**src/design/assert_macros.svh**
```systemverilog
// Assertion macros shared by the sky sphere rotation RTL.
// No dependencies; included by files that carry concurrent assertions.
`ifndef ASSERT_MACROS_SVH
`define ASSERT_MACROS_SVH

// Check prop at every rising edge of clk, quiet while reset is asserted.
`define SSR_ASSERT(lbl, clk, rst_n, prop, msg) \
  lbl: assert property (@(posedge clk) disable iff (!rst_n) (prop)) else $error(msg);

// Check that cond never holds.
`define SSR_ASSERT_NEVER(lbl, clk, rst_n, cond, msg) \
  `SSR_ASSERT(lbl, clk, rst_n, !(cond), msg)

`endif

```
**src/design/ssr_pkg.sv**
```systemverilog
// Package for the sky sphere rotation block: widths, types, register codes,
// elaboration-time CORDIC tables and small arithmetic helpers. No dependencies.
package ssr_pkg;

  localparam int ANGLE_FRAC_BITS   = 28;
  localparam int CORDIC_STAGES_DEF = 30;
  localparam int MAX_STAGES        = 40;
  localparam int ZF                = 40;
  localparam int VF                = 30;
  localparam int ASH               = ZF - ANGLE_FRAC_BITS;

  localparam int Z_W         = 45;
  localparam int XY_W        = 36;
  localparam int SQ_W        = 62;
  localparam int SQRT_CELLS  = 31;
  localparam int ALPHA_IN_W  = 32;
  localparam int DELTA_W     = 30;
  localparam int ALPHA_OUT_W = 31;
  localparam int CFG_W       = 32;
  localparam int CFG_IDX_W   = 1;

  localparam logic [CFG_IDX_W-1:0] REG_REF_ALPHA = 1'b0;
  localparam logic [CFG_IDX_W-1:0] REG_REF_DELTA = 1'b1;

  typedef logic signed [Z_W-1:0]  ang_t;
  typedef logic signed [XY_W-1:0] vec_t;
  typedef logic [SQ_W-1:0]        sq_t;
  typedef logic signed [2*XY_W-1:0] prod_t;
  typedef longint unsigned        u64_t;

  localparam longint unsigned ONE62      = 64'd1 << 62;
  localparam longint unsigned ONE62_DIV9 = ONE62 / 9;

  // unsigned quotient by shift and subtract, used only for the constant tables
  function automatic longint unsigned udiv_c(longint unsigned n, longint unsigned d);
    longint unsigned q;
    longint unsigned rem;
    int i;
    q   = 0;
    rem = 0;
    for (i = 63; i >= 0; i--) begin
      rem = (rem << 1) | ((n >> i) & 64'd1);
      if (rem >= d) begin
        rem  = rem - d;
        q[i] = 1'b1;
      end
    end
    return q;
  endfunction

  function automatic longint unsigned isqrt_c(longint unsigned n);
    longint unsigned r;
    longint unsigned b;
    longint unsigned m;
    r = 0;
    b = 64'd1 << 62;
    m = n;
    while (b > m) b = b >> 2;
    while (b != 0) begin
      if (m >= r + b) begin
        m = m - (r + b);
        r = (r >> 1) + b;
      end else begin
        r = r >> 1;
      end
      b = b >> 2;
    end
    return r;
  endfunction

  // atan(2^-i) in Q62 by its Taylor series, each term truncated; for i = 0 only the first term
  function automatic longint atan_recip_q62(int i);
    longint sum;
    longint unsigned t;
    int k;
    int e;
    bit done;
    sum  = 0;
    done = 1'b0;
    for (k = 0; k < 64; k++) begin
      if (!done) begin
        e = i * (2 * k + 1);
        if (e > 62) begin
          done = 1'b1;
        end else begin
          t = udiv_c(64'd1 << (62 - e), u64_t'(2 * k + 1));
          if (k[0]) sum = sum - longint'(t);
          else      sum = sum + longint'(t);
          if (i == 0) done = 1'b1;
        end
      end
    end
    return sum;
  endfunction

  // atan(1) in Q62 as atan(1/2) + atan(1/3)
  function automatic longint quarter_q62();
    longint third;
    longint unsigned p;
    longint unsigned t;
    int k;
    bit done;
    third = 0;
    p     = 3;
    done  = 1'b0;
    for (k = 0; k < 40; k++) begin
      if (!done) begin
        t = udiv_c(udiv_c(ONE62, p), u64_t'(2 * k + 1));
        if (k[0]) third = third - longint'(t);
        else      third = third + longint'(t);
        if (p > ONE62_DIV9) done = 1'b1;
        else                p = p * 9;
      end
    end
    return atan_recip_q62(1) + third;
  endfunction

  function automatic longint pi_q40_f();
    return (quarter_q62() + (longint'(1) << 19)) >>> 20;
  endfunction

  function automatic longint atan_q40(int i);
    if (i == 0) return (quarter_q62() + (longint'(1) << 21)) >>> 22;
    return (atan_recip_q62(i) + (longint'(1) << 21)) >>> 22;
  endfunction

  function automatic longint gain_inv_f(int stages);
    longint unsigned prod;
    longint unsigned add;
    longint unsigned g;
    int i;
    prod = 64'd1 << VF;
    for (i = 0; i < MAX_STAGES; i++) begin
      if (i < stages) begin
        add  = (2 * i <= 60) ? (64'd1 << (60 - 2 * i)) : 64'd0;
        g    = isqrt_c((64'd1 << 60) + add);
        prod = (prod * g) >> VF;
      end
    end
    return longint'(udiv_c((64'd1 << 60) + (prod >> 1), prod));
  endfunction

  localparam ang_t PI_A     = ang_t'(pi_q40_f());
  localparam ang_t TWO_PI_A = PI_A + PI_A;
  localparam ang_t HALF_PI  = PI_A >>> 1;
  localparam ang_t RND_HALF = ang_t'(1) <<< (ASH - 1);
  localparam ang_t B_ALPHA  = (PI_A + RND_HALF) >>> ASH;
  localparam ang_t B_DELTA  = (HALF_PI + RND_HALF) >>> ASH;

  // truncating remainder by 2*pi; the quotient never exceeds one here
  function automatic ang_t mod_two_pi(ang_t z);
    if (!z[Z_W-1] && z >= TWO_PI_A) return z - TWO_PI_A;
    if (z[Z_W-1] && z <= -TWO_PI_A) return z + TWO_PI_A;
    return z;
  endfunction

  function automatic ang_t wrap_pi(ang_t z);
    if (z > PI_A) return z - TWO_PI_A;
    if (z <= -PI_A) return z + TWO_PI_A;
    return z;
  endfunction

  function automatic vec_t qmul(vec_t a, vec_t b);
    prod_t p;
    p = a * b;
    return vec_t'(p >>> VF);
  endfunction

  // round half up to the output grid, then clamp to +-bound
  function automatic ang_t to_field(ang_t z, ang_t bound);
    ang_t v;
    v = (z + RND_HALF) >>> ASH;
    if (v > bound) v = bound;
    if (v < -bound) v = -bound;
    return v;
  endfunction

endpackage

```
**src/design/ssr_rot_cell.sv**
```systemverilog
// One CORDIC rotation-mode cell: a fixed shift and arctangent per stage.
// Depends on ssr_pkg.
module ssr_rot_cell import ssr_pkg::*; #(
  parameter int STAGE = 0
) (
  input  logic clk,
  input  logic en,
  input  vec_t x_i,
  input  vec_t y_i,
  input  ang_t z_i,
  output vec_t x_o,
  output vec_t y_o,
  output ang_t z_o
);
  localparam ang_t ATAN = ang_t'(atan_q40(STAGE));

  vec_t x_r, y_r, x_nxt, y_nxt;
  ang_t z_r, z_nxt;
  vec_t dx, dy;

  always_comb begin
    dx = y_i >>> STAGE;
    dy = x_i >>> STAGE;
    if (!z_i[Z_W-1]) begin
      x_nxt = x_i - dx;
      y_nxt = y_i + dy;
      z_nxt = z_i - ATAN;
    end else begin
      x_nxt = x_i + dx;
      y_nxt = y_i - dy;
      z_nxt = z_i + ATAN;
    end
  end

  always_ff @(posedge clk) begin
    if (en) begin
      x_r <= x_nxt;
      y_r <= y_nxt;
      z_r <= z_nxt;
    end
  end

  assign x_o = x_r;
  assign y_o = y_r;
  assign z_o = z_r;
endmodule

```
**config.mk**
```make
export PLATFORM = sky130hd
export DESIGN_NAME = ssr_rot_cell
export DESIGN_NICKNAME = d
export VERILOG_FILES = /design/src/design/assert_macros.svh /design/src/design/ssr_pkg.sv /design/src/design/ssr_rot_cell.sv
export SDC_FILE = /design/constraint.sdc
export NUM_CORES = 1
export LEC_CHECK = 0
export BUFFER_PORTS_ARGS = -buffer_cell sky130_fd_sc_hd__buf_2
export CORE_MARGIN = 2
export CORE_UTILIZATION = 50
export DETAILED_ROUTE_END_ITERATION = 8
export GPL_TIMING_DRIVEN = 0
export PLACE_DENSITY = 0.71
export SYNTH_ARGS = -nofsm -noshare
export SYNTH_HDL_FRONTEND = slang
export SYNTH_SLANG_ARGS = --single-unit
```
**constraint.sdc**
```tcl
create_clock -name clk -period 8.27 [get_ports clk]
set_clock_uncertainty 0.1 [all_clocks]
set_input_delay 0.827 -clock clk [delete_from_list [all_inputs] [get_ports clk]]
set_output_delay 0.827 -clock clk [all_outputs]
set_load 0.005 [all_outputs]
```
==> PnR_summary.wiki, run 1 <==
{| class="wikitable"
! Metric !! Value
|-
| Element type at the critical path end || flip-flop
|-
| Bufs on Longest Clock Path || 2
|-
| Final setup margin || 3.26 ns
|-
| Post-route cell area || about 15000 µm²
|-
| Clock group share of total power || 30.4%
|-
| Placement-stage cell area || 13900 µm²
|-
| Clock net sink count || 116
|-
| Top library cells by usage in the layout, fill and taps aside || sky130_fd_sc_hd__buf_2, sky130_fd_sc_hd__a21oi_1, sky130_fd_sc_hd__ha_1
|-
| Slew Limit Headroom || 37.0%
|-
| Cell with the largest stage delay on the worst path || sky130_fd_sc_hd__buf_2
|-
| Outcome || complete, no violations
|-
| Antenna violations before repair || 1
|-
| Die Outline Area || 25900 µm²
|-
| Most used flip-flop cell after synthesis || sky130_fd_sc_hd__edfxtp_1
|-
| Placeable core region || 24200 µm²
|-
| Longest individual stage delay on the worst path || about 0.8 ns
|-
| Internal cell power || 1.62 mW
|-
| Min-Delay Startpoint || z_i[0]
|-
| Sequential area share after synthesis || 28.3%
|-
| Startpoint type of the worst setup path || input pin
|-
| Syn. warnings || 0
|-
| Setup TNS || 0 ns
|-
| Routed via count || ~12000
|-
| Number of library cell types mapped by synthesis || 82
|-
| Most common cell after layout, fill and taps aside || sky130_fd_sc_hd__buf_2
|-
| Register bit total from synthesis || 116
|-
| Slew Viols, Final || 0
|-
| Count of flip-flops with a built-in enable after synthesis || 116
|-
| Sequence of cells on the critical path || buf_2, inv_1, buf_2, buf_2, ha_1, nor2b_1, o31a_1, o211ai_2, a211oi_1, o41ai_2, o31a_1, o21ai_1, a31oi_1, xnor2_1
|-
| CTS tree || built
|-
| Final weighted congestion of routability-driven global placement || 1.04
|-
| Count of placed standard cells in the final layout, fillers left out || 2039
|-
| Wire length of the first global-routing pass || about 61 mm
|-
| Portion of synthesized cell area occupied by the leading cell type || 28.3%
|-
| Cts bufs inserted || 17
|-
| Pin count of the biggest net entering global routing || between 60 and 70
|-
| Part of the total power dissipated in combinational logic || 36.8%
|-
| Number of iterations in the first detailed-routing pass || 6
|-
| Final setup violation count || 0
|-
| Layout cells sized above 1 || 19.3%
|-
| GR Overflow Total || 0
|-
| Remaining routing DRC violations || 0
|-
| Leading post-synthesis cells by cell area || sky130_fd_sc_hd__edfxtp_1, sky130_fd_sc_hd__ha_1, sky130_fd_sc_hd__a21oi_1
|-
| Worst hold margin || around 0.61 ns
|-
| Final standard cell utilization of the core || 59.9%
|-
| Top-Level Pins || roughly 240
|-
| Maximum fanout along the worst path || 35
|-
| Required time worst endpoint || 8.33 ns
|-
| Number of hold buffers added after cts || 0
|-
| Total nets after synthesis || 1721
|-
| Cell depth of the worst min-delay path || 2
|-
| Power density normalized to cell area || 172 nW/µm²
|-
| Net switching power of the design || 874 µW
|-
| HP Class || in2reg
|-
| Max capacitance violation total || 0
|-
| Post-Route WL || about 39 mm
|-
| Buffer type at the clock tree root || sky130_fd_sc_hd__clkbuf_16
|-
| Final number of hold-violating endpoints || 0
|-
| Overall routing resource usage || 29.9%
|-
| Global Route met2 Usage || 47.7%
|-
| Overall power consumption || 2.50 mW
|-
| Die Span X || about 160 µm
|-
| CTS-repair resized insts || 0
|-
| Maximum vdd ir drop || 0.144 mV
|-
| Number of global-route vias before repair || around 11000
|-
| Placed Cells incl. Taps || between 2000 and 2500
|-
| Die height || 161 µm
|-
| Summed instance area of the synthesized netlist || 12300 µm²
|-
| Final routed wire length divided by cell count || 19.3 µm
|-
| 1st-iter DRT viols || 1116
|-
| Peak-usage layer in the global routing report || met2
|-
| Met3 layer usage reported by global route || about 5.4%
|-
| Signal arrival time at the worst endpoint || 5.07 ns
|-
| Maximum frequency from static timing analysis || 200 MHz
|-
| Standard-cell rows || 57
|-
| Placed wire-length estimate after detailed placement || 31.1 mm
|-
| Kind of critical path || in2reg
|-
| Final min period || between 5 and 6 ns
|-
| Final worst-path cycle share || around three fifths
|-
| Async set-or-reset flop fraction in the synthesized netlist || 0%
|-
| Cell count after synthesis || 1446
|-
| Post-CTS Setup Repair Bufs || 0
|-
| Area added between synthesis and finish || 18.1%
|-
| Part of the total power dissipated in sequential elements || between 30% and 40%
|-
| Cell accounting for the most synthesized area || sky130_fd_sc_hd__edfxtp_1
|-
| Leakage power total || between 6 and 7 nW
|-
| Number of nets at the end of the flow || 1976
|-
| Buffers & Inverters on Critical Path || 4
|-
| Vias per std cell || 5.91
|-
| End point of the most critical hold path || z_o[0]$_DFFE_PP_
|-
| Crit path max-delay family || compound AO/OA/AOI/OAI gates
|-
| Clock transition at the registers of the reported paths || 0.06 ns
|-
| Pre-CTS setup slack || between 2 and 3 ns
|-
| Synthesized area per cell || 8.50 µm²
|-
| Number of buffer cells added on primary ports || 235
|-
| Number of levels the H-tree was split into || 4
|-
| Routing usage on met1 || approximately 41%
|-
| Transition at the pin with the smallest max-transition slack || 0.945 ns
|-
| RSZ-0062 raised after global routing || no
|-
| Proportion of total power due to net switching || approximately a third
|-
| Count of antenna-violating nets left after detailed routing || 0
|-
| Starting density of the core || 50.7%
|-
| Cell type with the highest occurrence count on the critical path || sky130_fd_sc_hd__buf_2
|}
## power by group through the flow
stage          Clock (mW)  Sequential, mW  Combinational, mW
6_report            0.761           0.817              0.920
2_1_floorplan           0           0.834              0.551
3_5_place_dp            0           0.830              0.894
3_3_place_gp            0           0.831              0.884
4_1_cts             0.772           0.818              0.901
5_1_grt             0.796           0.824               1.00
## sequential cells by signal, summed over array words and instances (netlist names)
name  count
z_o      45
x_o      36
y_o      35
## how the worst max path moves through the flow
stage | cells after the start | slack, ns | to | start
after floorplan | 13 | 3.80 | z_o[38]$_DFFE_PP_ | z_i[44]
after global placement | 14 | 1.91 | z_o[42]$_DFFE_PP_ | z_i[44]
after detailed placement | 14 | 2.84 | z_o[42]$_DFFE_PP_ | z_i[44]
after CTS | 14 | 3.27 | z_o[42]$_DFFE_PP_ | z_i[44]
after global routing | 13 | 3.02 | z_o[44]$_DFFE_PP_ | z_i[44]
final | 14 | 3.26 | z_o[42]$_DFFE_PP_ | z_i[44]
## cell usage after synthesis, types with 15 or more instances
| library cell | count |
|---|---|
| sky130_fd_sc_hd__edfxtp_1 | 116 |
| sky130_fd_sc_hd__clkbuf_1 | 36 |
| sky130_fd_sc_hd__nand2_1 | 82 |
| sky130_fd_sc_hd__a21oi_1 | 188 |
| sky130_fd_sc_hd__xnor2_1 | 80 |
| sky130_fd_sc_hd__nand4_1 | 19 |
| sky130_fd_sc_hd__xor2_1 | 28 |
| sky130_fd_sc_hd__a21o_1 | 63 |
| sky130_fd_sc_hd__a31oi_1 | 20 |
| sky130_fd_sc_hd__o21bai_1 | 24 |
| sky130_fd_sc_hd__a211oi_1 | 15 |
| sky130_fd_sc_hd__buf_2 | 16 |
| sky130_fd_sc_hd__nor2b_1 | 25 |
| sky130_fd_sc_hd__nand3_1 | 29 |
| sky130_fd_sc_hd__o21ai_0 | 83 |
| sky130_fd_sc_hd__ha_1 | 152 |
| sky130_fd_sc_hd__nand2b_1 | 17 |
| sky130_fd_sc_hd__inv_1 | 115 |
| sky130_fd_sc_hd__nor2_1 | 118 |
| sky130_fd_sc_hd__nor3_1 | 24 |
## logic make-up (layout without fill, tap and decap cells)
kind of cell	count (synthesis)	count (layout)	synth area share, %
buffers and inverters	183	451	5.93
XOR/XNOR	108	108	7.69
multiplexers	14	14	1.15
adder cells (fa/ha/maj)	156	156	16.1
AO/OA/AOI/OAI	505	505	26.6
other	0	1	0
flip-flops	116	116	28.3
AND/OR/NAND/NOR	364	364	14.1
## metal layers
layer	share of wire, %	wire length [µm]
met1	44	17300
met2	45	17900
met3	8.1	3210
met4	2.7	1070
met5	0	0
## cell type report
| type | instances | area, µm² |
|---|---|---|
| timing repair buffer | 236 | 1210 |
| multi-input combinational | 1147 | 8080 |
| tap | 324 | 405 |
| inverter | 118 | 443 |
| clock buffer | 17 | 425 |
| sequential | 116 | 3480 |
| fill | 2257 | 9730 |
| buffer | 65 | 288 |
| antenna | 1 | 2.50 |
| clock inverter | 15 | 183 |
Note: power is estimated with default switching activity, not from simulation.
==> run 2: changes to the inputs <==
Settings changed: ABC_AREA set to 1, PLACE_DENSITY 0.71 to 0.7.
Clock period 8.27 ns to 4.7 ns, I/O delays scaled along.
==> PnR_summary.wiki, run 2 <==
{| class="wikitable"
! Metric !! Value
|-
| Slew Viols, Final || 0 (unchanged)
|-
| Placed wire-length estimate after detailed placement || 45.6 mm (+46%)
|-
| Antenna violations before repair || 0 (-1)
|-
| Leading post-synthesis cells by cell area || sky130_fd_sc_hd__edfxtp_1, sky130_fd_sc_hd__nand2_1, sky130_fd_sc_hd__ha_1
|-
| Number of nets at the end of the flow || 2843 (+44%)
|-
| Starting density of the core || 51.0% (+0.32 points)
|-
| Max capacitance violation total || 0 (unchanged)
|-
| Buffer type at the clock tree root || sky130_fd_sc_hd__clkbuf_16
|-
| Power density normalized to cell area || 277 nW/µm² (+61%)
|-
| Maximum frequency from static timing analysis || 269 MHz
|-
| Crit path max-delay family || buffers and inverters
|-
| Top library cells by usage in the layout, fill and taps aside || sky130_fd_sc_hd__nand2_1, sky130_fd_sc_hd__inv_1, sky130_fd_sc_hd__buf_2
|-
| Required time worst endpoint || 4.80 ns (-3.53 ns)
|-
| Wire length of the first global-routing pass || 82.7 mm (+36%)
|-
| Post-CTS Setup Repair Bufs || 0 (unchanged)
|-
| Synthesized area per cell || 6.37 µm² (-25%)
|-
| Cell count after synthesis || 2313 (+60%)
|-
| Cts bufs inserted || 17 (unchanged)
|-
| Number of buffer cells added on primary ports || 235 (unchanged)
|-
| Portion of synthesized cell area occupied by the leading cell type || 23.7% (-4.7 points)
|-
| Die Span X || 176 µm (+9.2%)
|-
| Cell with the largest stage delay on the worst path || sky130_fd_sc_hd__buf_2
|-
| Most used flip-flop cell after synthesis || sky130_fd_sc_hd__edfxtp_1
|-
| Slew Limit Headroom || 32.9% (-4.1 points)
|-
| Final min period || 3.71 ns
|-
| Total nets after synthesis || 2588 (+50%)
|-
| GR Overflow Total || 0 (unchanged)
|-
| Pre-CTS setup slack || 0.541 ns (-2.30 ns)
|-
| Register bit total from synthesis || 116 (unchanged)
|-
| Clock transition at the registers of the reported paths || 0.06 ns (about the same)
|-
| 1st-iter DRT viols || 1509 (+35%)
|-
| HP Class || in2reg
|-
| Die height || 176 µm (+9.2%)
|-
| CTS tree || built
|-
| Layout cells sized above 1 || 14.8% (-4.5 points)
|-
| Leakage power total || 9.04 nW (+36%)
|-
| Setup TNS || 0 ns (unchanged)
|-
| Final weighted congestion of routability-driven global placement || 1.05 (+0.40%)
|-
| Diodes inserted || 0 (-1)
|-
| Most instantiated library cell after synthesis || sky130_fd_sc_hd__nand2_1
|-
| Number of levels the H-tree was split into || 4 (unchanged)
|-
| Pin count of the biggest net entering global routing || 76 (+25%)
|-
| Area added between synthesis and finish || 15.8%
|-
| Post-Route WL || 55.1 mm (+40%)
|-
| Kind of critical path || in2reg
|-
| Placement-stage cell area || 16400 µm² (+18%)
|-
| Routed via count || 16493 (+37%)
|-
| Post-route cell area || 17000 µm² (+17%)
|-
| RSZ-0062 raised after global routing || no
|-
| Cell type with the highest occurrence count on the critical path || sky130_fd_sc_hd__nand2_1
|-
| Number of global-route vias before repair || 15808 (+41%)
|-
| Count of flip-flops with a built-in enable after synthesis || 116 (unchanged)
|-
| Longest individual stage delay on the worst path || 0.80 ns (about the same)
|-
| Max reg flops || 45 (unchanged)
|-
| Element type at the critical path end || flip-flop
|-
| Number of iterations in the first detailed-routing pass || 6 (unchanged)
|-
| Net switching power of the design || 1.83 mW (+110%)
|-
| Arithmetic-cell share of the synthesized area counting full adders, half adders and majority gates || 13.5% (-2.7 points)
|-
| Bufs on Longest Clock Path || 2 (unchanged)
|-
| Most common cell after layout, fill and taps aside || sky130_fd_sc_hd__nand2_1
|-
| Transition at the pin with the smallest max-transition slack || 1.01 ns (+0.0619 ns)
|-
| Share of the synthesized area in compound gates (AO/OA/AOI/OAI) || 13.1% (-14 points)
|-
| Overall routing resource usage || 35.2% (+5.3 points)
|-
| Vias per std cell || 5.56 (-5.9%)
|-
| Placeable core region || 28900 µm² (+19%)
|-
| Part of the total power dissipated in sequential elements || 29.2% (-3.5 points)
|-
| Signal arrival time at the worst endpoint || 3.81 ns (-1.26 ns)
|-
| Buffers & Inverters on Critical Path || 4 (unchanged)
|-
| Syn. warnings || 0 (unchanged)
|-
| Proportion of total power due to net switching || 38.6% (+3.6 points)
|-
| Post-synthesis xor/xnor area fraction || 3.15% (-4.5 points)
|-
| Final routed wire length divided by cell count || 18.6 µm (-3.9%)
|-
| Internal cell power || 2.90 mW (+79%)
|-
| Final setup violation count || 0 (unchanged)
|-
| Maximum vdd ir drop || 0.197 mV (+36%)
|-
| Top-Level Pins || 236 (unchanged)
|-
| Summed instance area of the synthesized netlist || 14700 µm² (+20%)
|-
| Part of the total power dissipated in combinational logic || 39.4% (+2.6 points)
|-
| Remaining routing DRC violations || 0 (unchanged)
|-
| Startpoint type of the worst setup path || input pin
|-
| Count of antenna-violating nets left after detailed routing || 0 (unchanged)
|-
| Cell types with the highest counts after synthesis || sky130_fd_sc_hd__nand2_1, sky130_fd_sc_hd__inv_1, sky130_fd_sc_hd__nor2_1, sky130_fd_sc_hd__nand3_1, sky130_fd_sc_hd__a21oi_1
|-
| CTS-repair resized insts || 0 (unchanged)
|-
| Clock group share of total power || 31.4% (+1.0 points)
|-
| Standard-cell rows || 62 (+8.8%)
|-
| Final number of hold-violating endpoints || 0 (unchanged)
|-
| Final worst-path cycle share || ~79%
|-
| Final standard cell utilization of the core || 59.1% (-0.80 points)
|-
| Sequence of cells on the critical path || buf_2, clkbuf_1, inv_2, buf_2, ha_1, nand2_1, nand2_1, nand2_1, nand2_1, a21oi_1, nor2_1, o21ai_0, nand3_1, nand2_1, nand2_1
|-
| Cell accounting for the most synthesized area || sky130_fd_sc_hd__edfxtp_1
|-
| Simple-gate portion of the synthesized area || 34.9% (+21 points)
|-
| Clock net sink count || 116 (unchanged)
|-
| Main combinational cell family by area after synthesis || simple AND/OR/NAND/NOR gates
|-
| Die Outline Area || 30800 µm² (+19%)
|-
| Final setup margin || 0.986 ns (-2.27 ns)
|-
| Number of hold buffers added after cts || 0 (unchanged)
|-
| Async set-or-reset flop fraction in the synthesized netlist || 0% (unchanged)
|-
| Multiplexer share of the synthesized area || 0% (-1.1 points)
|-
| Sequential area share after synthesis || 23.7% (-4.7 points)
|-
| Maximum fanout along the worst path || 35 (unchanged)
|-
| Outcome || complete, no violations
|-
| Number of library cell types mapped by synthesis || 46 (-44%)
|}
==> run 2: power groups by stage <==
stage	clock [mW]	combinational [mW]	sequential, mW
2_1_floorplan	0	1.11	1.43
5_1_grt	1.53	2.04	1.40
3_3_place_gp	0	1.79	1.40
3_5_place_dp	0	1.81	1.40
4_1_cts	1.48	1.83	1.38
6_report	1.48	1.87	1.38
==> run 2: path summary, 6_finish.rpt <==
path  startpoint           endpoint  depth (start not counted)  slack [ns]
max      z_i[44]  z_o[42]$_DFFE_PP_                         15        0.99
min       z_i[0]   z_o[0]$_DFFE_PP_                          2        0.27
==> run 2: final cells by class <==
class	count	area (µm²)
inverters	370	1390
plain buffers	49	337
fillers	2880	11800
clock buffers	17	425
flip-flops and latches	116	3480
well taps	384	480
clock inverters	14	209
repair buffers	236	1210
multi-input cells	1778	9520
==> run 2: per-layer routing <==
layer,part of all wire [%],routed length (µm),GRT usage (%)
met1,40,21900,43.6
met2,48,26200,61.3
met3,8.6,4720,4.83
met4,4.1,2280,15.2
met5,0,0,0
==> run 2: through the flow <==
stage	power [mW]	instances	hold WS, ns
finish	4.73	2964	0.267
global route	4.96	2964	0.262
CTS	4.69	2964	0.259
detailed placement	3.22	2933	0.710
global placement	3.19	2932	0.698
floorplan	2.54	2313	0.482
==> run 2: cell families after synthesis <==
family	after synthesis
compound gates	350
xor+xnor	53
fa+ha+maj	156
buf+inv	419
flops	116
simple gates	1219
