--- src/design/assert_macros.svh ---
// Assertion macros shared by the sky sphere rotation RTL.
// No dependencies; included by files that carry concurrent assertions.
`ifndef ASSERT_MACROS_SVH
`define ASSERT_MACROS_SVH

// Check prop at every rising edge of clk, quiet while reset is asserted.
`define SSR_ASSERT(lbl, clk, rst_n, prop, msg) \
  lbl: assert property (@(posedge clk) disable iff (!rst_n) (prop)) else $error(msg);

// Check that cond never holds.
`define SSR_ASSERT_NEVER(lbl, clk, rst_n, cond, msg) \
  `SSR_ASSERT(lbl, clk, rst_n, !(cond), msg)

`endif

--- src/design/ssr_pkg.sv ---
// Package for the sky sphere rotation block: widths, types, register codes,
// elaboration-time CORDIC tables and small arithmetic helpers. No dependencies.
package ssr_pkg;

  localparam int ANGLE_FRAC_BITS   = 28;
  localparam int CORDIC_STAGES_DEF = 30;
  localparam int MAX_STAGES        = 40;
  localparam int ZF                = 40;
  localparam int VF                = 30;
  localparam int ASH               = ZF - ANGLE_FRAC_BITS;

  localparam int Z_W         = 45;
  localparam int XY_W        = 36;
  localparam int SQ_W        = 62;
  localparam int SQRT_CELLS  = 31;
  localparam int ALPHA_IN_W  = 32;
  localparam int DELTA_W     = 30;
  localparam int ALPHA_OUT_W = 31;
  localparam int CFG_W       = 32;
  localparam int CFG_IDX_W   = 1;

  localparam logic [CFG_IDX_W-1:0] REG_REF_ALPHA = 1'b0;
  localparam logic [CFG_IDX_W-1:0] REG_REF_DELTA = 1'b1;

  typedef logic signed [Z_W-1:0]  ang_t;
  typedef logic signed [XY_W-1:0] vec_t;
  typedef logic [SQ_W-1:0]        sq_t;
  typedef logic signed [2*XY_W-1:0] prod_t;
  typedef longint unsigned        u64_t;

  localparam longint unsigned ONE62      = 64'd1 << 62;
  localparam longint unsigned ONE62_DIV9 = ONE62 / 9;

  // unsigned quotient by shift and subtract, used only for the constant tables
  function automatic longint unsigned udiv_c(longint unsigned n, longint unsigned d);
    longint unsigned q;
    longint unsigned rem;
    int i;
    q   = 0;
    rem = 0;
    for (i = 63; i >= 0; i--) begin
      rem = (rem << 1) | ((n >> i) & 64'd1);
      if (rem >= d) begin
        rem  = rem - d;
        q[i] = 1'b1;
      end
    end
    return q;
  endfunction

  function automatic longint unsigned isqrt_c(longint unsigned n);
    longint unsigned r;
    longint unsigned b;
    longint unsigned m;
    r = 0;
    b = 64'd1 << 62;
    m = n;
    while (b > m) b = b >> 2;
    while (b != 0) begin
      if (m >= r + b) begin
        m = m - (r + b);
        r = (r >> 1) + b;
      end else begin
        r = r >> 1;
      end
      b = b >> 2;
    end
    return r;
  endfunction

  // atan(2^-i) in Q62 by its Taylor series, each term truncated; for i = 0 only the first term
  function automatic longint atan_recip_q62(int i);
    longint sum;
    longint unsigned t;
    int k;
    int e;
    bit done;
    sum  = 0;
    done = 1'b0;
    for (k = 0; k < 64; k++) begin
      if (!done) begin
        e = i * (2 * k + 1);
        if (e > 62) begin
          done = 1'b1;
        end else begin
          t = udiv_c(64'd1 << (62 - e), u64_t'(2 * k + 1));
          if (k[0]) sum = sum - longint'(t);
          else      sum = sum + longint'(t);
          if (i == 0) done = 1'b1;
        end
      end
    end
    return sum;
  endfunction

  // atan(1) in Q62 as atan(1/2) + atan(1/3)
  function automatic longint quarter_q62();
    longint third;
    longint unsigned p;
    longint unsigned t;
    int k;
    bit done;
    third = 0;
    p     = 3;
    done  = 1'b0;
    for (k = 0; k < 40; k++) begin
      if (!done) begin
        t = udiv_c(udiv_c(ONE62, p), u64_t'(2 * k + 1));
        if (k[0]) third = third - longint'(t);
        else      third = third + longint'(t);
        if (p > ONE62_DIV9) done = 1'b1;
        else                p = p * 9;
      end
    end
    return atan_recip_q62(1) + third;
  endfunction

  function automatic longint pi_q40_f();
    return (quarter_q62() + (longint'(1) << 19)) >>> 20;
  endfunction

  function automatic longint atan_q40(int i);
    if (i == 0) return (quarter_q62() + (longint'(1) << 21)) >>> 22;
    return (atan_recip_q62(i) + (longint'(1) << 21)) >>> 22;
  endfunction

  function automatic longint gain_inv_f(int stages);
    longint unsigned prod;
    longint unsigned add;
    longint unsigned g;
    int i;
    prod = 64'd1 << VF;
    for (i = 0; i < MAX_STAGES; i++) begin
      if (i < stages) begin
        add  = (2 * i <= 60) ? (64'd1 << (60 - 2 * i)) : 64'd0;
        g    = isqrt_c((64'd1 << 60) + add);
        prod = (prod * g) >> VF;
      end
    end
    return longint'(udiv_c((64'd1 << 60) + (prod >> 1), prod));
  endfunction

  localparam ang_t PI_A     = ang_t'(pi_q40_f());
  localparam ang_t TWO_PI_A = PI_A + PI_A;
  localparam ang_t HALF_PI  = PI_A >>> 1;
  localparam ang_t RND_HALF = ang_t'(1) <<< (ASH - 1);
  localparam ang_t B_ALPHA  = (PI_A + RND_HALF) >>> ASH;
  localparam ang_t B_DELTA  = (HALF_PI + RND_HALF) >>> ASH;

  // truncating remainder by 2*pi; the quotient never exceeds one here
  function automatic ang_t mod_two_pi(ang_t z);
    if (!z[Z_W-1] && z >= TWO_PI_A) return z - TWO_PI_A;
    if (z[Z_W-1] && z <= -TWO_PI_A) return z + TWO_PI_A;
    return z;
  endfunction

  function automatic ang_t wrap_pi(ang_t z);
    if (z > PI_A) return z - TWO_PI_A;
    if (z <= -PI_A) return z + TWO_PI_A;
    return z;
  endfunction

  function automatic vec_t qmul(vec_t a, vec_t b);
    prod_t p;
    p = a * b;
    return vec_t'(p >>> VF);
  endfunction

  // round half up to the output grid, then clamp to +-bound
  function automatic ang_t to_field(ang_t z, ang_t bound);
    ang_t v;
    v = (z + RND_HALF) >>> ASH;
    if (v > bound) v = bound;
    if (v < -bound) v = -bound;
    return v;
  endfunction

endpackage

--- src/design/ssr_vec_cell.sv ---
// One CORDIC vectoring-mode cell: drive y toward zero, collect the angle.
// Depends on ssr_pkg.
module ssr_vec_cell import ssr_pkg::*; #(
  parameter int STAGE = 0
) (
  input  logic clk,
  input  logic en,
  input  vec_t x_i,
  input  vec_t y_i,
  input  ang_t z_i,
  output vec_t x_o,
  output vec_t y_o,
  output ang_t z_o
);
  localparam ang_t ATAN = ang_t'(atan_q40(STAGE));

  vec_t x_r, y_r, x_nxt, y_nxt;
  ang_t z_r, z_nxt;
  vec_t dx, dy;

  always_comb begin
    dx = y_i >>> STAGE;
    dy = x_i >>> STAGE;
    if (!y_i[XY_W-1]) begin
      x_nxt = x_i + dx;
      y_nxt = y_i - dy;
      z_nxt = z_i + ATAN;
    end else begin
      x_nxt = x_i - dx;
      y_nxt = y_i + dy;
      z_nxt = z_i - ATAN;
    end
  end

  always_ff @(posedge clk) begin
    if (en) begin
      x_r <= x_nxt;
      y_r <= y_nxt;
      z_r <= z_nxt;
    end
  end

  assign x_o = x_r;
  assign y_o = y_r;
  assign z_o = z_r;
endmodule

--- config.mk ---
export PLATFORM = sky130hd
export DESIGN_NAME = ssr_vec_cell
export DESIGN_NICKNAME = d
export VERILOG_FILES = /design/src/design/assert_macros.svh /design/src/design/ssr_pkg.sv /design/src/design/ssr_vec_cell.sv
export SDC_FILE = /design/constraint.sdc
export NUM_CORES = 1
export LEC_CHECK = 0
export ABC_AREA = 1
export BUFFER_PORTS_ARGS = -buffer_cell sky130_fd_sc_hd__buf_4
export CELL_PAD_IN_SITES_DETAIL_PLACEMENT = 1
export CELL_PAD_IN_SITES_GLOBAL_PLACEMENT = 2
export CORE_ASPECT_RATIO = 0.9
export CORE_MARGIN = 2
export CORE_UTILIZATION = 28
export CTS_BUF_LIST = sky130_fd_sc_hd__clkbuf_8 sky130_fd_sc_hd__clkbuf_16
export DETAILED_ROUTE_END_ITERATION = 6
export PLACE_DENSITY_LB_ADDON = 0.15
export SLEW_MARGIN = 20
export SYNTH_ARGS = -nofsm -noshare
export SYNTH_HDL_FRONTEND = slang
export SYNTH_SLANG_ARGS = --single-unit
--- constraint.sdc ---
create_clock -name clk -period 2.6 [get_ports clk]
set_clock_uncertainty 0.1 [all_clocks]
set_input_delay 0.13 -clock clk [delete_from_list [all_inputs] [get_ports clk]]
set_output_delay 0.13 -clock clk [all_outputs]
set_load 0.03 [all_outputs]
==> flow_metrics.env, run 1 <==
export IMPL_clockBufferDepth=2
export IMPL_fmax_mhz=403
export IMPL_multi_input_area_um2=9360
export IMPL_netlist_top_cells_area="edfxtp_1 24%, nand2_1 17%, ha_1 13%"
export IMPL_vias=16000
export IMPL_antenna_found_initial=0
export IMPL_register_area_um2=3480
export IMPL_synth_edf_count=116
export IMPL_hold_violations=0
export IMPL_cp_max_fo=3
export IMPL_grt_pass1_vias=16300
export IMPL_post_drt_wl_per_cell_um=20.2
export IMPL_synth_top_cell_by_area="edfxtp_1"
export IMPL_syn_area_um2=14300
export IMPL_final_cells=3260
export IMPL_synth_nets=2480
export IMPL_n_antenna_cell=0
export IMPL_h_tree_depth=4
export IMPL_synth_top_area_share_pct=24.4
export IMPL_slew_violations=0
export IMPL_nNetsFinal=2838
export IMPL_yosysWarnings=0
export IMPL_gr_usage_all_layers_pct=24.8
export IMPL_arrival_ns=2.62
export IMPL_startpoint_type="primary input"
export IMPL_dp_slack_ns=-0.221
export IMPL_maxCapViolCount=0
export IMPL_synthDistinctLibCells=46
export IMPL_drive_gt1_share_pct=19.1
export IMPL_drt_iter0_drc=915
export IMPL_finalCritPeriodShare_pct=95.5
export IMPL_worst_pin_slew_ns=0.868
export IMPL_netlist_instances=2209
export IMPL_grt_max_degree=68
export IMPL_synth_common_cells="646 x nand2_1, 284 x inv_1, 217 x nor2_1"
export IMPL_grt_pass1_wl_mm=98.6
export IMPL_powerDensity_nw_per_um2=507
export IMPL_async_flop_share_pct=0
export IMPL_drt_pass1_iterations=5
export IMPL_crit_required_ns=2.74
export IMPL_p_leak_nw=9.17
export IMPL_coreArea_um2=50400
export IMPL_fin_crit_ns=2.48
export IMPL_die_h_um=218
export IMPL_cts_root_buf="clkbuf_16"
export IMPL_setup_viol=0
export IMPL_synthMostInstantiatedCell="nand2_1"
export IMPL_portBuffers=235
export IMPL_drc=0
export IMPL_wirelength_mm=65.7
export IMPL_min_delay_path_class="primary input to flop"
export IMPL_fp_dieW_um=242
export IMPL_die_area_um2=52800
export IMPL_ios=236
export IMPL_place_congestion=0.905
export IMPL_finalPower_mw=9.31
export IMPL_dp_hpwl_mm=56.6
export IMPL_cts_tree="built"
export IMPL_critPathKind="primary input to flop"
export IMPL_syn2layout_area_growth_pct=28.6
export IMPL_clk_pin_slew_ns=0.06
export IMPL_status="finished, final reports clean"
export IMPL_rsz0062_at_grt="false"
export IMPL_setup_slack_ns=0.118
export IMPL_worstSetupEndpointType="flop"
export IMPL_vias_per_cell=4.91
export IMPL_slew_limit_headroom_pct=42.1
export IMPL_initial_utilization_pct=28.3
export IMPL_place_inst=3223
export IMPL_cts_buffers=17
export IMPL_ant_nets=0
export IMPL_ir_drop_uv=542
export IMPL_ys_seq_area_share_pct=24.4
export IMPL_yosys_most_used_dff="edfxtp_1"
export IMPL_num_rows=78
export IMPL_fill_cells=6536
export IMPL_ys_ff_latch=116
export IMPL_fin_util_pct=36.5
export IMPL_fin_area_um2=18400
export IMPL_gr_total_overflow=0
export IMPL_numClockSinks=116
export IMPL_place_area_um2=17700
export IMPL_syn_area_per_cell_um2=6.46
==> cell families after synthesis <==
| family | after synthesis | synth area share (%) |
|---|---|---|
| and+or+nand+nor | 1144 | 33.6 |
| DFF | 116 | 24.4 |
| xor gates and xnor gates | 60 | 3.68 |
| AOI/OAI and AO/OA | 381 | 14.7 |
| buffers and inverters | 356 | 10.1 |
| adders and majority gates | 152 | 13.5 |
==> layout make-up <==
cell class / count / share of cell area (%)
clock buffers: 17 / 2.32
clock inverters: 15 / 0.709
inverters: 308 / 6.30
multi-input cells: 1737 / 51.0
flip-flops and latches: 116 / 19.0
well taps: 680 / 4.63
repair buffers: 387 / 16.1
==> flip-flops by register name, summed over array words and instances, names as in the netlist <==
register  cells
y_o          35
z_o          45
x_o          36
==> what timing repair did <==
item | 4_1_cts | 5_1_grt
buffers inserted | 0 | 0
hold buffers | 5 | 0
endpoints found under the hold margin | 5 | 0
endpoints found under the setup margin | 0 | 4
gates resized for setup | 0 | 2
==> worst max-delay path: stages <==
cell	delay (ns)
buf_4	0.12
dlygate4sd3_1	0.56
ha_1	0.22
fa_2	0.38
o21ai_1	0.17
buf_4	0.14
buf_4	0.13
nand2_1	0.06
nand3b_1	0.29
nand2_1	0.14
nand2_1	0.08
nand2_1	0.05
nand3_1	0.08
nand2_1	0.06
==> layer usage <==
metal | GRT usage (%) | part of all wire [%]
met2 | 39.1 | 44
met3 | 3.13 | 4.6
met5 | 0 | 0
met4 | 7.41 | 2.1
met1 | 35.2 | 49
==> report_power, final <==
part | total [mW] | internal [mW] | switching, mW
clock | 2.36 | 1.31 | 1.05
combinational | 4.39 | 1.51 | 2.88
sequential | 2.56 | 2.44 | 0.123
total | 9.31 | 5.26 | 4.05
==> final timing paths <==
path	start	endpoint	depth (start not counted)
max	y_i[0]	x_o[28]	14
min	x_i[0]	x_o[0]	4
==> cell usage in the layout (no fill, tap or decap), types with 4 or more instances in the layout <==
cell | netlist | final
buf_4 | 20 | 379
o22ai_1 | 10 | 10
a21oi_1 | 178 | 178
o21bai_1 | 22 | 22
a21oi_2 | 6 | 6
ha_1 | 148 | 148
nand2_2 | 8 | 9
a21o_1 | 18 | 18
inv_1 | 284 | 283
and2_1 | 6 | 6
o21ai_1 | 30 | 30
xnor2_1 | 8 | 8
nor2_1 | 217 | 217
nand4_1 | 19 | 19
a21boi_0 | 5 | 5
inv_6 | 0 | 4
clkinv_2 | 0 | 5
o21ai_0 | 97 | 97
clkbuf_16 | 0 | 17
nor3_1 | 22 | 22
xor2_1 | 52 | 52
o211ai_1 | 4 | 4
nand3_1 | 181 | 181
edfxtp_1 | 116 | 116
nor2_2 | 23 | 23
a31oi_1 | 5 | 5
nor3_2 | 6 | 6
nand2_1 | 646 | 645
nand3_2 | 4 | 4
inv_2 | 23 | 23
dlygate4sd3_1 | 0 | 5
==> through the flow <==
stage | hold slack (ns) | TNS (ns)
after global placement | 0.322 | -1.40
after floorplan | 0.142 | 0
final | 0.0304 | 0
after global routing | 0.0468 | 0
after CTS | 0.00345 | 0
after detailed placement | 0.330 | -2.18
Power figures use the tool's default switching activity.
==> run 2: changes to the inputs <==
--- a/config.mk
+++ b/config.mk
@@ -11,7 +11,7 @@
 export CELL_PAD_IN_SITES_GLOBAL_PLACEMENT = 2
 export CORE_ASPECT_RATIO = 0.9
 export CORE_MARGIN = 2
-export CORE_UTILIZATION = 28
+export CORE_UTILIZATION = 34
 export CTS_BUF_LIST = sky130_fd_sc_hd__clkbuf_8 sky130_fd_sc_hd__clkbuf_16
 export DETAILED_ROUTE_END_ITERATION = 6
 export PLACE_DENSITY_LB_ADDON = 0.15
==> constraint.sdc (replaced) <==
create_clock -name clk -period 3 [get_ports clk]
set_clock_uncertainty 0.1 [all_clocks]
set_input_delay 0.15 -clock clk [delete_from_list [all_inputs] [get_ports clk]]
set_output_delay 0.15 -clock clk [all_outputs]
set_load 0.03 [all_outputs]
==> run 2 against run 1 <==
Net effect: non-clock buffer count decreased by 108; wire length decreased by 5.3%; clock power decreased by 6%; count of clock-buffer cells in the layout unchanged; global-route usage increased by 3.7 points; worst hold slack improved by 0.026 ns; final area decreased by 5.1%; combinational power decreased by 18%; die area decreased by 17%; critical path type unchanged; highest routed layer unchanged.
==> flow_metrics.env, run 2 (synthesis gave the netlist of run 1 again) <==
export IMPL_setup_tns_ns=0
export IMPL_die_h_um=198
export IMPL_p_leak_nw=8.67
export IMPL_cp_max_fo=3
export IMPL_cts_tree="built"
export IMPL_ant_nets=0
export IMPL_largest_register_ffs=45
export IMPL_portBuffers=235
export IMPL_gr_total_overflow=0
export IMPL_min_delay_path_class="primary input to flop"
export IMPL_clockBufferDepth=2
export IMPL_ios=236
export IMPL_cts_buffers=17
export IMPL_fmax_mhz=355
export IMPL_worst_pin_slew_ns=0.716
export IMPL_crit_required_ns=3.11
export IMPL_rsz0062_at_grt="false"
export IMPL_fin_crit_ns=2.82
export IMPL_worstSetupEndpointType="flop"
export IMPL_layout_commonest_cell="nand2_1"
export IMPL_place_inst=2983
export IMPL_finalPower_mw=8.00
export IMPL_vias_per_cell=5.20
export IMPL_fp_dieW_um=220
export IMPL_setup_viol=0
export IMPL_initial_utilization_pct=34.3
export IMPL_coreArea_um2=41600
export IMPL_arrival_ns=2.93
export IMPL_num_rows=71
export IMPL_dp_hpwl_mm=53.2
export IMPL_place_congestion=0.959
export IMPL_cts_root_buf="clkbuf_16"
export IMPL_drive_gt1_share_pct=15.5
export IMPL_maxCapViolCount=0
export IMPL_layout_common_cells="646 x nand2_1, 284 x inv_1, 273 x buf_4"
export IMPL_post_drt_wl_per_cell_um=20.6
export IMPL_vias=15700
export IMPL_slew_violations=0
export IMPL_critPathKind="primary input to flop"
export IMPL_grt_pass1_wl_mm=92.8
export IMPL_wirelength_mm=62.2
export IMPL_syn2layout_area_growth_pct=22.0
export IMPL_nNetsFinal=2730
export IMPL_n_antenna_cell=0
export IMPL_h_tree_depth=4
export IMPL_drt_pass1_iterations=5
export IMPL_ir_drop_uv=400
export IMPL_status="finished, final reports clean"
export IMPL_gr_usage_all_layers_pct=28.4
export IMPL_finalCritPeriodShare_pct=94.0
export IMPL_powerDensity_nw_per_um2=459
export IMPL_drc=0
export IMPL_drt_iter0_drc=1100
export IMPL_die_area_um2=43600
export IMPL_hold_violations=0
export IMPL_grt_max_degree=53
export IMPL_whs_ns=0.0560
export IMPL_antenna_found_initial=0
export IMPL_slew_limit_headroom_pct=52.3
export IMPL_numClockSinks=116
export IMPL_startpoint_type="primary input"
export IMPL_clk_pin_slew_ns=0.06
export IMPL_final_cells=3019
export IMPL_grt_pass1_vias=15700
==> run 2: report_power, final <==
part	internal [mW]	leakage, nW	switching [mW]
Combinational	1.14	7.24	2.43
Clock	1.31	0.296	0.909
Sequential	2.11	1.13	0.0940
Total	4.57	8.67	3.43
==> run 2: layer usage <==
| layer | vias to the layer above | share of wire, % | track usage [%] |
|---|---|---|---|
| li1 | 7701 | - | - |
| met3 | 52 | 5.3 | 3.56 |
| met1 | 7538 | 50 | 42.2 |
| met5 | - | 0 | 0 |
| met4 | 0 | 1.9 | 6.44 |
| met2 | 410 | 43 | 43.6 |
==> run 2: repair_timing <==
item / 4_1_cts / 5_1_grt
hold endpoints to repair: 4 / 0
hold buffers: 4 / 0
resized for setup: 0 / 2
setup endpoints to repair: 0 / 2
setup buffers: 0 / 0
==> run 2: worst paths after layout <==
check | start | end | slack, ns | cells past startpoint
setup / recovery | y_i[0] | x_o[32] | 0.18 | 15
hold / removal | z_i[44] | z_o[44] | 0.06 | 4
==> run 2: stage by stage <==
step | cell area [um^2] | setup WS (ns) | utilization [%]
after floorplan | 14300 | 0.407 | -
after global placement | 16800 | 0.106 | 40.3
after detailed placement | 16800 | 0.0428 | 40.3
after CTS | 17400 | 0.130 | 41.9
after global routing | 17400 | 0.0906 | 41.9
final | 17400 | 0.179 | 41.9
==> run 2: worst max-delay path: stages <==
cell           delay (ns)
dlygate4sd3_1        0.54
buf_4                0.15
ha_1                 0.21
fa_1                 0.41
nand2_1              0.15
nand2_1              0.08
and2_1               0.24
nand2_1              0.11
nand2_1              0.13
nand2_1              0.15
nand2_1              0.17
nand3_1              0.14
nand3_1              0.11
nand3_1              0.11
nand2_1              0.07
==> run 2: cell type report <==
type | count | area [um^2]
inverter | 308 | 1160
sequential | 116 | 3480
multi-input combinational | 1737 | 9360
timing repair buffer | 279 | 2130
fill | 5489 | 24200
clock inverter | 15 | 181
clock buffer | 17 | 425
tap | 547 | 684
==> run 3: changes to the inputs <==
--- a/config.mk
+++ b/config.mk
@@ -14,7 +14,9 @@
 export CORE_UTILIZATION = 34
 export CTS_BUF_LIST = sky130_fd_sc_hd__clkbuf_8 sky130_fd_sc_hd__clkbuf_16
 export DETAILED_ROUTE_END_ITERATION = 6
+export HOLD_SLACK_MARGIN = 0.02
 export PLACE_DENSITY_LB_ADDON = 0.15
+export REMOVE_ABC_BUFFERS = 1
 export SLEW_MARGIN = 20
 export SYNTH_ARGS = -nofsm -noshare
 export SYNTH_HDL_FRONTEND = slang
==> run 3 against run 2 <==
Net effect: sequential power about the same; worst hold slack improved by 0.0020 ns; final cell count decreased by 0.20%; critical path type unchanged; count of clock-buffer cells in the layout unchanged; total power decreased by 0.27%; clock power about the same; highest routed layer unchanged; core utilization decreased by 0.099 points; global-route usage increased by 0.16 points; wire length increased by 0.64%.
==> flow_metrics.env, run 3 (synthesis gave the netlist of run 1 again) <==
export IMPL_num_rows=71
export IMPL_post_drt_wl_per_cell_um=20.8
export IMPL_finalPower_mw=7.98
export IMPL_antenna_found_initial=0
export IMPL_worstSetupEndpointType="flop"
export IMPL_maxCapViolCount=0
export IMPL_finalCritPeriodShare_pct=91.6
export IMPL_dp_hpwl_mm=53.6
export IMPL_min_delay_path_class="primary input to flop"
export IMPL_vias=15600
export IMPL_drc=0
export IMPL_ir_drop_uv=308
export IMPL_cts_buffers=17
export IMPL_worst_pin_slew_ns=0.901
export IMPL_layout_common_cells="646 x nand2_1, 283 x inv_1, 265 x buf_4"
export IMPL_slew_violations=0
export IMPL_drt_iter0_drc=1121
export IMPL_startpoint_type="primary input"
export IMPL_h_tree_depth=4
export IMPL_p_leak_nw=8.63
export IMPL_coreArea_um2=41600
export IMPL_place_congestion=0.911
export IMPL_wirelength_mm=62.6
export IMPL_cts_root_buf="clkbuf_16"
export IMPL_crit_required_ns=3.14
export IMPL_powerDensity_nw_per_um2=459
export IMPL_cts_tree="built"
export IMPL_clk_pin_slew_ns=0.06
export IMPL_grt_max_degree=68
export IMPL_fin_crit_ns=2.75
export IMPL_combPwrFrac_pct=44.4
export IMPL_setup_viol=0
export IMPL_die_area_um2=43600
export IMPL_fp_dieW_um=220
export IMPL_hold_violations=0
export IMPL_numClockSinks=116
export IMPL_ant_nets=0
export IMPL_nNetsFinal=2724
export IMPL_ios=236
export IMPL_sw_frac_of_total_pct=42.9
export IMPL_clockBufferDepth=2
export IMPL_arrival_ns=2.89
export IMPL_netSwitchingPower_mw=3.42
export IMPL_gr_usage_all_layers_pct=28.6
export IMPL_syn2layout_area_growth_pct=21.7
export IMPL_largest_register_ffs=45
export IMPL_n_antenna_cell=0
export IMPL_slew_limit_headroom_pct=39.9
export IMPL_grt_pass1_vias=15600
export IMPL_die_h_um=198
export IMPL_layout_commonest_cell="nand2_1"
export IMPL_status="finished, final reports clean"
export IMPL_critPathKind="primary input to flop"
export IMPL_cp_max_fo=3
export IMPL_fmax_mhz=364
export IMPL_drt_pass1_iterations=5
export IMPL_gr_total_overflow=0
export IMPL_sequentialPowerShare_pct=27.6
export IMPL_grt_pass1_wl_mm=92.6
export IMPL_final_cells=3013
export IMPL_rsz0062_at_grt="false"
export IMPL_portBuffers=235
export IMPL_whs_ns=0.0580
export IMPL_pwr_share_clk_pct=28.0
export IMPL_place_inst=2976
export IMPL_fill_cells=5488
export IMPL_vias_per_cell=5.19
export IMPL_initial_utilization_pct=34.3
export IMPL_drive_gt1_share_pct=15.2
export IMPL_p_int_mw=4.56
run 3: worst max-delay path, cell delays in order:
cell and delay, ns:
dlygate4sd3_1 0.54, buf_4 0.15, ha_1 0.21, fa_1 0.45, nand2_1 0.10, nand2_1 0.07, nand3_1 0.07, nand2_1 0.11
nand2_1 0.10, nand2_1 0.12, nand2_1 0.09, nand2_1 0.17, nand2_1 0.21, nand3_1 0.14, nand3_1 0.13, nand2_1 0.08
run 3: layout make-up:
cell class	count	area (um^2)	share of cell area [%]
Sequential cell	116	3480	20.0
Clock inverter	15	178	1.02
Multi-Input combinational cell	1737	9350	53.8
Timing Repair Buffer	273	2100	12.1
Tap cell	547	684	3.94
Clock buffer	17	425	2.45
Inverter	308	1160	6.66
run 3: power by group through the flow:
stage / Combinational (mW) / Clock [mW] / Sequential (mW)
6_report: 3.54 / 2.23 / 2.20
5_1_grt: 3.86 / 2.33 / 2.23
4_1_cts: 3.54 / 2.30 / 2.21
3_5_place_dp: 3.52 / 0 / 2.24
3_3_place_gp: 3.47 / 0 / 2.23
2_1_floorplan: 1.63 / 0 / 2.71
run 3: what timing repair did:
| item | in CTS | in global routing |
|---|---|---|
| endpoints found under the hold margin | 5 | 0 |
| resized for setup | 0 | 0 |
| endpoints found under the setup margin | 0 | 0 |
| hold buffers | 5 | 0 |
| setup buffers | 0 | 0 |
run 3: path summary, 6_finish.rpt:
check    from       to  slack, ns  cells after the start
min    x_i[0]   x_o[0]       0.06                      4
max    y_i[0]  y_o[34]       0.25                     16
run 3: metal layers:
| layer | up-vias | wire [um] | GRT usage (%) |
|---|---|---|---|
| met3 | 49 | 3450 | 4.62 |
| met1 | 7544 | 31000 | 41.7 |
| li1 | 7690 | - | - |
| met5 | - | 0 | 0 |
| met4 | 0 | 782 | 6.04 |
| met2 | 358 | 27300 | 44.1 |
run 3: through the flow:
step	utilization, %	setup WS [ns]	setup TNS [ns]	cell area [um^2]
after floorplan	-	-0.157	-2.71	14000
after global placement	40.2	0.166	0	16700
after detailed placement	40.2	0.125	0	16700
after CTS	41.8	0.316	0	17400
after global routing	41.8	0.102	0	17400
final	41.8	0.252	0	17400
